### src/rtl/keyed_rating_table_assert.svh
// assertion macros used by the table rtl
`ifndef KEYED_RATING_TABLE_ASSERT_SVH
`define KEYED_RATING_TABLE_ASSERT_SVH

`ifndef SYNTHESIS

// property must hold at every clock edge outside reset
`define KRT_ASSERT(lbl, clk_s, rstn_s, prop) \
  lbl: assert property (@(posedge clk_s) disable iff (!rstn_s) prop) \
    else $error("keyed rating table check failed");

// condition must never be seen outside reset
`define KRT_ASSERT_NEVER(lbl, clk_s, rstn_s, cond) \
  lbl: assert property (@(posedge clk_s) disable iff (!rstn_s) !(cond)) \
    else $error("keyed rating table forbidden condition seen");

`else

`define KRT_ASSERT(lbl, clk_s, rstn_s, prop)
`define KRT_ASSERT_NEVER(lbl, clk_s, rstn_s, cond)

`endif

`endif

### src/rtl/krt_ram.sv
`default_nettype none

module krt_ram #(
  parameter int Width = 8,
  parameter int Depth = 2
) (
  input  wire logic                     clk,
  input  wire logic                     we,
  input  wire logic [$clog2(Depth)-1:0] waddr,
  input  wire logic [Width-1:0]         wdata,
  input  wire logic [$clog2(Depth)-1:0] raddr,
  output logic      [Width-1:0]         rdata
);

  logic [Width-1:0] mem [Depth];

  always_ff @(posedge clk) begin
    if (we) begin
      mem[waddr] <= wdata;
    end
  end

  always_ff @(posedge clk) begin
    rdata <= mem[raddr];
  end

endmodule

`default_nettype wire

### config.mk
export PLATFORM = sky130hd
export DESIGN_NAME = krt_ram
export DESIGN_NICKNAME = d
export VERILOG_FILES = /design/src/rtl/keyed_rating_table_assert.svh /design/src/rtl/krt_ram.sv
export SDC_FILE = /design/constraint.sdc
export NUM_CORES = 1
export LEC_CHECK = 0
export BUFFER_PORTS_ARGS = -buffer_cell sky130_fd_sc_hd__buf_4
export CAP_MARGIN = 20
export CORE_AREA = 4 4 42 80
export DETAILED_ROUTE_END_ITERATION = 10
export DIE_AREA = 0 0 46 84
export GPL_TIMING_DRIVEN = 0
export PLACE_DENSITY = 0.45
export REMOVE_ABC_BUFFERS = 1
export SKIP_CTS_REPAIR_TIMING = 1
export SLEW_MARGIN = 20
export SYNTH_ARGS = -nofsm -noshare
export SYNTH_HDL_FRONTEND = slang
export SYNTH_SLANG_ARGS = --single-unit
### constraint.sdc
create_clock -name clk -period 1.38 [get_ports clk]
set_clock_uncertainty 0.05 [all_clocks]
set_input_delay 0.207 -clock clk [delete_from_list [all_inputs] [get_ports clk]]
set_output_delay 0.207 -clock clk [all_outputs]
set_load 0.02 [all_outputs]
# Word level (Yosys, flattened, before mapping)
# Memories as Yosys holds them, arrays and structs flattened. A register that Yosys moved wholly into a read port is not among the register bits.
# Cells that the tools add are included.
[classes] n_addsub=0 mul=0 div_mod_pow=0 order_cmp=0 n_eq_ne=0 n_shift=0 muxes=2 bitwise_logic=0 n_reduce_logical=0
[op_table] operator="$mux W1" n=2
[word_totals] ff_bits=0 latchBits=0 mem_bits_rw=16 rom_bits=0 elab_cells=3 n_memories=1
[memory_table] memory="mem" words=2 width=8 read_ports=1 rd_ports_with_merged_regs=1 wr=1 line="krt_ram.sv:15" source="logic [Width-1:0] mem [Depth];"

# Depth between registers and ports, before layout
[logic_depth] word_depth=2 ltp_mapped=2 depth_no_buf=1

# Worst setup path before layout
# OpenSTA, ideal clock, no wires.
[synth_timing] path_type="input -> register" from="in we" to="mem mem[0][0] (enable)" setup_time_ns=0.373 t_arrival_ns=0.627 slack_ns=0.330 path_stages=1 path_buffers=0 cell_sequence="nor2b_1"
[synth_between] elab_chain_cells=2
[synth_rtl] item="start, declared" line="krt_ram.sv:8" source="input wire logic we,"
[synth_rtl] item="$mux W1" line="krt_ram.sv:18" source="if (we) begin"
[synth_rtl] item="$mux W1 (implied by the code)" line="krt_ram.sv:19" source="mem[waddr] <= wdata;"
[synth_rtl] item="end, declared" line="krt_ram.sv:15"
# No other way between the ends.

# Final worst setup path
[layout_timing] from="in waddr" to="mem mem[0][2] (enable)"
[layout_rtl] item="start, declared" line="krt_ram.sv:9" source="input wire logic [$clog2(Depth)-1:0] waddr,"
# Straight into the memory's write port.

==> reports/qor.csv <==
metric,value,unit
Fin Setup TNS,0,ps
design area,993,µm²
unrepaired setup endpoints after global routing,no,
"Slowest-stage cell, CP",nor2b_1,
R2R depth,1,
R2R setup slack,590,ps
Remaining DRCs,0,
WP data arrival,880,ps
power density over cell area,1370,mW/mm²
RR Endpoint,rdata[5]$_DFF_P_,
Synth Flop Type,edfxtp_1,
crit path cell chain,"buf_4, nor2b_1",
die width,46,µm
io pins,20,
H-tree levels,1,
aggregate global-route resource usage,5.73,%
initial core utilization,28.3,%
maximum vdd ir drop,0.705,mV
yosys warns,0,
Synth Instances,35,
hold wc startpoint,wdata[0],
"flops & latches, synth",24,
Congestion Overflow GR,0,
first-pass GRT wire length,1.58,mm
Post-Route Utilization,35.9,%
CTS root buf,clkbuf_8,
max incr delay on CP,560,ps
Max Clock Freq,0.961,GHz
pins over their slew limit,0,
critical path peak fanout,8,
die height,84,µm
Post-synth EDFFs,16,
nets,70,
CP Data Required Time,1220,ps
mapped cell area,785,µm²
Vias per Instance,4.28,
worst hold endpoint,mem[0][0]$_DFFE_PP_,
Final Hold Fails,0,
leading area contributor after synthesis,edfxtp_1,
critical path buffer and inverter count,1,
average size of a mapped cell,22.4,µm²
antenna violations before repair,0,
"CTS clk-pin slew, worst paths",70,ps
Initial DRT Pass Iterations,2,
Wirelength per Cell,11.6,µm
Final min period,1040,ps
clock buffer depth,2,
Post-Route WL,989,µm
share of cells above drive strength 1,53.6,%
Die ar.,0.00386,mm²
share of the synthesized area in the top cell type,61.2,%
hold depth,1,
DR vias,364,
period utilization,75.4,%
"count leader, synth",edfxtp_1,
Core Region,0.00277,mm²
gp weighted congestion,0.556,
Port Buffers,19,
commonest cells in the netlist,"edfxtp_1, dfxtp_1, mux2_4",
post-route ant nets,0,
Worst Hold Class,primary input to flop,
clock sink count,24,
Power Total,1360,µW
initial drt markers,8,
CTS Buf Count,3,
Setup Viol. Count Final,0,
n_diodes,0,
R2R Path Start,mem[0][5]$_DFFE_PP_,
largest net degree at the start of global routing,13,
Fillers,263,
Comb pwr share,10.2,%
DP Wirelength,733,µm
switching fraction of total power,19.2,%
placement row count,27,
Internal,1100,µW
Seq pwr share,61.6,%
Leak,0.000401,µW
CP Launch Type,primary input,
max_slew headroom,51.5,%
Worst-Margin Slew,727,ps
Post-synth ARST share,0,%
vias in the first global route,376,
Psw,261,µW
area growth from synthesis to layout,26.6,%
CTS tree,built,
"top cells by area, synth","edfxtp_1, dfxtp_1, mux2_4",
sequential share of the synthesized area,81.7,%
Worst-Skew Late Latency,260,ps
MaxCap Viol Count,0,
cell family with most CP delay,simple AND/OR/NAND/NOR gates,
CP Capture Type,flop,
placed cell area,952,µm²
critical path class,primary input to flop,
Clk pwr share,28.2,%
post-synthesis cell type count,6,
status,"finished, final reports clean",
stage by stage:
| step | hold WS (ps) | worst slack [ps] | cells |
|---|---|---|---|
| global placement | 343 | 16.3 | 82 |
| floorplan | 256 | 330 | 34 |
| CTS | 74.6 | 303 | 85 |
| finish | 81.1 | 339 | 85 |
| detailed placement | 345 | 22.3 | 82 |
| global route | 71.4 | 277 | 85 |
layout make-up:
class | count | area (µm²) | area share (%)
flip-flops and latches | 24 | 641 | 64.5
repair buffers | 19 | 143 | 14.4
multi-input cells | 10 | 133 | 13.4
clock buffers | 3 | 41.3 | 4.16
well taps | 29 | 36.3 | 3.65
cells in the final DEF (no fill, tap or decap):
cell type / count
mux2_4: 8
and2_1: 1
edfxtp_1: 16
buf_4: 19
dfxtp_1: 8
clkbuf_8: 3
nor2b_1: 1
power groups by stage:
stage | combinational (µW) | sequential (µW) | clock, µW
after floorplan | 41.9 | 879 | 0
after global placement | 141 | 851 | 0
after detailed placement | 142 | 853 | 0
after CTS | 141 | 837 | 404
after global routing | 148 | 840 | 433
final | 138 | 836 | 383
logic make-up (layout without fill, tap and decap cells):
group | Yosys count | count (layout) | share of synthesized area, %
AND/OR/NAND/NOR | 2 | 2 | 1.60
multiplexers | 8 | 8 | 15.3
buffers and inverters | 1 | 22 | 1.44
flip-flops | 24 | 24 | 81.7
flip-flops by register name, summed over array words and instances (netlist names):
signal and cells:
rdata 8, mem 16
how the worst max path moves through the flow:
stage                      from                   to  cells past startpoint
after global placement    waddr  mem[0][1]$_DFFE_PP_                      2
after CTS                 waddr  mem[0][6]$_DFFE_PP_                      2
after global routing      waddr  mem[0][5]$_DFFE_PP_                      2
final                     waddr  mem[0][2]$_DFFE_PP_                      2
after floorplan              we  mem[0][0]$_DFFE_PP_                      1
after detailed placement  waddr  mem[0][1]$_DFFE_PP_                      2
layer usage:
metal,GRT usage (%),vias up,wire length [µm]
met1,5.96,171,364
met3,2.59,4,108
met2,8.67,18,493
li1,-,171,-
met4,3.89,0,22
met5,0,-,0
(Power assumes the default switching activity.)
