--- config.mk ---
export PLATFORM = sky130hd
export DESIGN_NAME = krt_div
export DESIGN_NICKNAME = d
export VERILOG_FILES = /design/src/rtl/keyed_rating_table_assert.svh /design/src/rtl/krt_pkg.sv /design/src/rtl/krt_div.sv
export SDC_FILE = /design/constraint.sdc
export NUM_CORES = 1
export LEC_CHECK = 0
export ABC_AREA = 1
export BUFFER_PORTS_ARGS = -buffer_cell sky130_fd_sc_hd__buf_2
export CAP_MARGIN = 20
export CORE_MARGIN = 2
export CORE_UTILIZATION = 30
export DETAILED_ROUTE_END_ITERATION = 10
export PLACE_DENSITY_LB_ADDON = 0.08
export SETUP_SLACK_MARGIN = 0.4
export SLEW_MARGIN = 20
export SYNTH_ARGS = -nofsm -noshare
export SYNTH_HDL_FRONTEND = slang
export SYNTH_SLANG_ARGS = --single-unit
--- constraint.sdc ---
create_clock -name clk -period 1.8 [get_ports clk]
set_clock_uncertainty 0.05 [all_clocks]
set_input_delay 0.09 -clock clk [delete_from_list [all_inputs] [get_ports clk]]
set_output_delay 0.09 -clock clk [all_outputs]
set_load 0.02 [all_outputs]
--- src/rtl/keyed_rating_table_assert.svh ---
// assertion macros used by the table rtl
`ifndef KEYED_RATING_TABLE_ASSERT_SVH
`define KEYED_RATING_TABLE_ASSERT_SVH

`ifndef SYNTHESIS

// property must hold at every clock edge outside reset
`define KRT_ASSERT(lbl, clk_s, rstn_s, prop) \
  lbl: assert property (@(posedge clk_s) disable iff (!rstn_s) prop) \
    else $error("keyed rating table check failed");

// condition must never be seen outside reset
`define KRT_ASSERT_NEVER(lbl, clk_s, rstn_s, cond) \
  lbl: assert property (@(posedge clk_s) disable iff (!rstn_s) !(cond)) \
    else $error("keyed rating table forbidden condition seen");

`else

`define KRT_ASSERT(lbl, clk_s, rstn_s, prop)
`define KRT_ASSERT_NEVER(lbl, clk_s, rstn_s, cond)

`endif

`endif

--- src/rtl/krt_pkg.sv ---
`default_nettype none

package krt_pkg;

  localparam int TableEntries = 64;
  localparam int AddrW        = $clog2(TableEntries);
  localparam int CntW         = AddrW + 1;
  localparam int KeyW         = 32;
  localparam int RatingW      = 16;
  localparam int SumW         = RatingW + AddrW;
  localparam int EntryW       = 2 * KeyW + RatingW;
  localparam int StatusW      = 3;
  localparam int MatchW       = 7;
  localparam int MatchMax     = 127;
  localparam int StepW        = $clog2(SumW + 1);

  typedef enum logic [1:0] {
    CMD_INSERT  = 2'd0,
    CMD_REMOVE  = 2'd1,
    CMD_GET     = 2'd2,
    CMD_AVERAGE = 2'd3
  } cmd_t;

  typedef enum logic [StatusW-1:0] {
    ST_ADDED     = 3'd0,
    ST_UPDATED   = 3'd1,
    ST_REMOVED   = 3'd2,
    ST_NOT_FOUND = 3'd3,
    ST_FULL      = 3'd4,
    ST_VALUE     = 3'd5
  } status_t;

  typedef struct packed {
    logic busy;
    logic done;
  } div_stat_t;

endpackage

`default_nettype wire

--- src/rtl/krt_div.sv ---
`default_nettype none

// restoring divider, one quotient bit per cycle
module krt_div (
  input  wire logic                       clk,
  input  wire logic                       rst_n,
  input  wire logic                       start,
  input  wire logic [krt_pkg::SumW-1:0]   dividend,
  input  wire logic [krt_pkg::CntW-1:0]   divisor,
  output krt_pkg::div_stat_t              stat,
  output logic      [krt_pkg::SumW-1:0]   quotient
);

  logic                       busy_r;
  logic                       done_r;
  logic [krt_pkg::StepW-1:0]  step_r;
  logic [krt_pkg::CntW-1:0]   rem_r;
  logic [krt_pkg::SumW-1:0]   quo_r;
  logic [krt_pkg::CntW-1:0]   div_r;
  logic [krt_pkg::CntW:0]     shifted;
  logic [krt_pkg::CntW:0]     diff;
  logic                       ge;

  assign shifted = {rem_r, quo_r[krt_pkg::SumW-1]};
  assign ge      = shifted >= {1'b0, div_r};
  assign diff    = shifted - {1'b0, div_r};

  always_ff @(posedge clk) begin
    if (!rst_n) begin
      busy_r <= 1'b0;
      done_r <= 1'b0;
      step_r <= '0;
    end else begin
      done_r <= 1'b0;
      if (start) begin
        busy_r <= 1'b1;
        step_r <= '0;
        rem_r  <= '0;
        quo_r  <= dividend;
        div_r  <= divisor;
      end else if (busy_r) begin
        // remainder stays below the divisor, so it fits the narrow width
        rem_r  <= ge ? diff[krt_pkg::CntW-1:0] : shifted[krt_pkg::CntW-1:0];
        quo_r  <= {quo_r[krt_pkg::SumW-2:0], ge};
        step_r <= step_r + 1'b1;
        if (step_r == krt_pkg::StepW'(krt_pkg::SumW - 1)) begin
          busy_r <= 1'b0;
          done_r <= 1'b1;
        end
      end
    end
  end

  assign stat.busy = busy_r;
  assign stat.done = done_r;
  assign quotient  = quo_r;

endmodule

`default_nettype wire

# == Word-level counts from Yosys, hierarchy flattened ==
# Cells that the tools add are included.
# totals
reg_bits,43
input_bits,32
out_inout_bits,24
elab_cells,25
# classes
n_addsub,2
magnitude_cmp,1
n_eq_ne,1
n_mux,8
n_bitwise,2
reduce_logical,5
# ops
cell,count
22-bit 2-to-1 mux,2
7-bit 2-to-1 mux,2
8-bit by 7-bit greater-or-equal comparator with 1-bit output,1
7-bit subtractor,1
"5-bit by 1-bit adder with 5-bit output, second input constant",1
"5-bit equality test, second input constant",1
1-bit 2-to-1 mux,4
2-bit AND reduction,2
3-bit OR reduction,1
1-bit inverter,2
2-bit nonzero test,1
2-bit OR reduction,1

# == Longest topological paths before layout ==
# logic_depth
depth_word,4
depth_mapped,12
depth_no_buf,12

# == Least setup slack after synthesis ==
# No wires, ideal clock.
# synth_timing
path_kind,reg2reg
from,"register quo_r, in the netlist quotient[21]"
to,register rem_r[5] in the netlist's numbering (data pin)
setup_ns,0.252
t_arrival_ns,1.665
required_ns,1.498
setup_slack_ns,-0.167
path_stages_with_launch,12
path_buffers,0
period_less_slack_ns,1.967
path_cell_list,edfxtp_1 inv_1 ha_1 fa_1 inv_1 nand2_1 nand2_1 nand3_1 nand2_2 nor2_4 nor2_1 nor2_1
# synth_via
elab_chain_len,3
elab_cells_between_ends,4
cone_classes,add/sub: 1; order compare: 1; mux: 2
# synth_lines
item,line_no,source
from (decl),krt_div.sv:18,logic [krt_pkg::SumW-1:0] quo_r;
from (signal assigned),krt_div.sv:39,quo_r <= dividend;
from (signal assigned),krt_div.sv:44,"quo_r <= {quo_r[krt_pkg::SumW-2:0], ge};"
7-bit subtractor or 8-bit by 7-bit greater-or-equal comparator with 1-bit output (tied branches),"krt_div.sv:26, krt_div.sv:25",
7-bit 2-to-1 mux *,krt_div.sv:43,rem_r <= ge ? diff[krt_pkg::CntW-1:0] : shifted[krt_pkg::CntW-1:0];
7-bit 2-to-1 mux *,krt_div.sv:41,end else if (busy_r) begin
to (signal assigned),krt_div.sv:43,
to (decl),krt_div.sv:17,logic [krt_pkg::CntW-1:0] rem_r;
# Mark *: on every way between the ends. The rest lies on a longest branch, timed or not. The select of a mux whose other input is x is not followed.
# A chain may end at the register's enable or synchronous reset.

# == Worst setup path after layout ==
# layout_timing
from,register div_r[0] in the netlist's numbering
to,register rem_r[5] in the netlist's numbering (data pin)
# layout_via
elab_chain_len,3
elab_cells_between_ends,4
cone_classes,add/sub: 1; order compare: 1; mux: 2
# layout_lines
item,line_no,source
from (decl),krt_div.sv:19,logic [krt_pkg::CntW-1:0] div_r;
from (signal assigned),krt_div.sv:40,div_r <= divisor;
7-bit subtractor or 8-bit by 7-bit greater-or-equal comparator with 1-bit output (tied branches),"krt_div.sv:26, krt_div.sv:25",
7-bit 2-to-1 mux *,krt_div.sv:43,
7-bit 2-to-1 mux *,krt_div.sv:41,
# Marked as above.

==> results.md <==
Run status:
- The flow ran to the end, but the final reports show violations.
- The checks that failed: negative setup slack.

Yosys:
- The sequential cell area fraction in the yosys report is 54.9%.
- After technology mapping, the gate count stands at 258.
- Summing the areas of all fa, ha and maj instances in the mapped netlist gives 5.96% of the synthesized area.
- Counting every net in the synthesized netlist gives 300.
- The synthesized design contains 36 enable-type register cells.
- Summing the areas of all and, or, nand and nor instances in the mapped netlist gives 28.1% of the synthesized area.
- The synthesized netlist occupies a cell area of 2230 µm².
- Summing the areas of all compound-gate instances in the mapped netlist gives 2.30% of the synthesized area.
- The XOR/XNOR share of the synthesized area is 1.18%.
- The portion of synthesized area spent on multiplexers is 0%.
- The post-synthesis sequential element count is 43.
- Averaged over all synthesized cells, the footprint is 8.63 µm².
- After synthesis, the largest family of logic cells by area is simple AND/OR/NAND/NOR gates.
- In this run, distinct cell masters in the synthesized netlist total 25.
- For this run, the leading register cell type out of synthesis is edfxtp_1.
- The share of flip-flops with an asynchronous set or reset is 0%.
- For this run, the number of Yosys warnings is 0.

STA:
- The ratio of final minimum period to clock period is 100%.
- The max-slew violation count was 0.
- At the pin with the least slew margin, the transition time is 0.386 ns.
- The final number of hold-violating endpoints came to 0.
- The worst slew margin relative to its limit is 74.2%.
- The tightest hold margin is 0.00817 ns.
- Subtracting the final worst setup slack from the clock period gives 1.80 ns.
- Setup total negative slack on the finished layout was measured at -0.00349 ns.
- For this run, the top clock speed supported by timing is 554 MHz.
- The final-report setup violation count is 1.
- Setup repair after global routing could not meet its margin everywhere.
- The slack of the critical path is -0.00349 ns.

Global routing:
- For this run, global-route usage on met1 was measured as 17.0%.
- Entering global routing, the biggest net connects 31 pins.
- The via count of the first global-routing pass is 1909.
- The first global-routing pass estimated 8.69 mm of wire.
- Global routing consumed, over all layers together, 13.4% of the routing resources.
- For this run the aggregate overflow at the end of global routing stands at 0.
- The global routing usage on met3 is 2.77%.
- The initial antenna violation count is 0.
- For met2 alone, demand over resource in global routing was 22.7%.
- met2 is the most crowded layer.

Finish:
- The fill cell total of the finished layout is 776.
- The footprint of the multi-input gates is 947 µm².
- The net count of the finished layout is 384.
- The area added between synthesis and finish is 38.6%.
- In the layout the commonest cells are nand2_1, buf_2, edfxtp_1.
- The sequential cell area in the final layout is 1220 µm².
- The area of all placed cells without fillers is 3080 µm².
- 0 antenna diodes ended up in the layout.
- The fraction of final layout cells with drive strength greater than 1 is 32.7%.
- The post-layout utilization of the core is 42.8%.
- The filler-free cell count of the finished design is 442.
- The most common cell after layout, fill and taps aside is nand2_1.

Route:
- The first-iteration detailed-routing DRC count is 123.
- The vias after detailed routing is 1836.
- Dividing the detail-routed via count by the number of cells gives 4.15.
- The post-route antenna net violation count is 0.
- The residual DRC count is 0.
- Wires add up to 5.01 mm.
- Before antenna repair, the detailed router went through 4 iterations.
- The routed wire length per instance is 11.3 µm.

Power:
- In this run the power density over the cells is 896 nW/µm².
- Summed over all cells, the static leakage comes to 1.48 nW.
- Summing internal, switching and leakage power gives 2.76 mW.
- Across the VDD grid, the largest voltage drop is 0.362 mV.

Setup path:
- STA classifies the critical path endpoint as a flip-flop.
- The startpoint-to-endpoint class of the critical path is flip-flop to flip-flop.
- The startpoint kind of the worst setup timing path is a flip-flop.
- At the worst endpoint, the arrival time is 1.80 ns.
- The largest fanout of any net on the critical path is 8.
- The required time of the critical path is 1.80 ns.

Clocking:
- The number of H-tree levels is 2.
- The later pin in the worst-skew pair is clocked with a latency of 0.30 ns.
- In this run the deepest clock path goes through 2 buffers.
- The library cell used as clock root buffer is clkbuf_8.
- The CTS tree is built.
- For this design, the sink count on the clock tree is 43.
- Clock-pin slew was measured on the worst setup and hold paths at 0.08 ns.
- The number of clock buffers added by TritonCTS is 5.

Floorplanning:
- For this configuration, the core starts out at a cell density of 30.9%.
- The floorplan step set the die width to 90.1 µm.
- The cell row count is 31.
- The height of the die is 90.1 µm.
- The die footprint is 8120 µm².
- The I/O pin count is 56.
- The region available for standard cell placement spans 7210 µm².

Placed design:
- The worst slack at placement is -0.0711 ns.
- Port buffering added 55 buffers.
- The final HPWL from detailed placement is 3.72 mm.
- The total placed instance area is 2730 µm².
- The number of instances in the placed design is 420.
- The routability-driven placement congestion ratio is 0.804.

Job:
- The number of maximum-capacitance violations is 0.

Min path:
- The worst hold-check path type is input pin to flip-flop.
[area by class of cell]
type                    count  share of cell area [%]
clock buffers               6                    2.68
flip-flops and latches     43                    39.6
clock inverters             2                    1.14
well taps                  99                    4.02
inverters                  33                    4.02
repair buffers             86                    17.8
multi-input cells         173                    30.7
[power breakdown]
part	leakage (nW)	internal (mW)	switching (mW)	total, mW
Sequential	0.406	1.19	0.0452	1.23
Combinational	1.01	0.331	0.431	0.762
Clock	0.0612	0.449	0.321	0.770
[cell families (layout without fill, tap and decap cells)]
group | after synthesis | after routing
AND/OR/NAND/NOR | 153 | 153
adder cells (fa/ha/maj) | 10 | 10
AO/OA/AOI/OAI | 7 | 7
flip-flops | 43 | 43
XOR/XNOR | 3 | 3
buffers and inverters | 42 | 127
[critical path, cell delays in order (launching register included)]
cell and delay [ns]:
edfxtp_1 0.38, ha_2 0.21, fa_2 0.35, inv_2 0.07, nand2_2 0.04, nand2_2 0.07, nand3_2 0.08, nand2_2 0.09
nor2_4 0.07, nor2_2 0.11, nor2_1 0.04
[layer usage]
layer	up-vias	part of all wire (%)
li1	980	-
met1	825	46
met2	26	49
met3	5	2.7
met4	0	1.4
met5	-	0
[registers in the layout (all words and copies together) (netlist names)]
name / flops
div_r: 7
done_r: 1
quotient: 22
step_r: 5
busy_r: 1
rem_r: 7
[worst paths after layout]
path                 from            to  slack (ns)  depth (start not counted)
max              div_r[0]      rem_r[5]      -0.003                         10
min          dividend[12]  quotient[12]       0.008                          3
max reg2reg      div_r[0]      rem_r[5]      -0.003                         10
min reg2reg        busy_r        done_r        0.45                          2
[what timing repair did]
item | in CTS | in global routing
pin swaps | 4 | 2
hold buffers | 12 | 0
endpoints found under the hold margin | 12 | 0
setup endpoints to repair | 8 | 8
resized for setup | 15 | 8
setup buffers | 1 | 1
[cells in the mapped netlist, drive strengths merged, types with 2 or more instances]
master  instances  area (µm²)
inv            33         124
nor3            4        20.0
nor2           23        93.8
nor3b           2        15.0
nand2         106         400
dfxtp           7         140
clkbuf          4        15.0
nand3          13        65.1
ha              9         113
edfxtp         36        1080
a21oi           4        31.3
xnor2           2        17.5
nand4           4        25.0
buf             5        30.0
(Power assumes the default switching activity.)
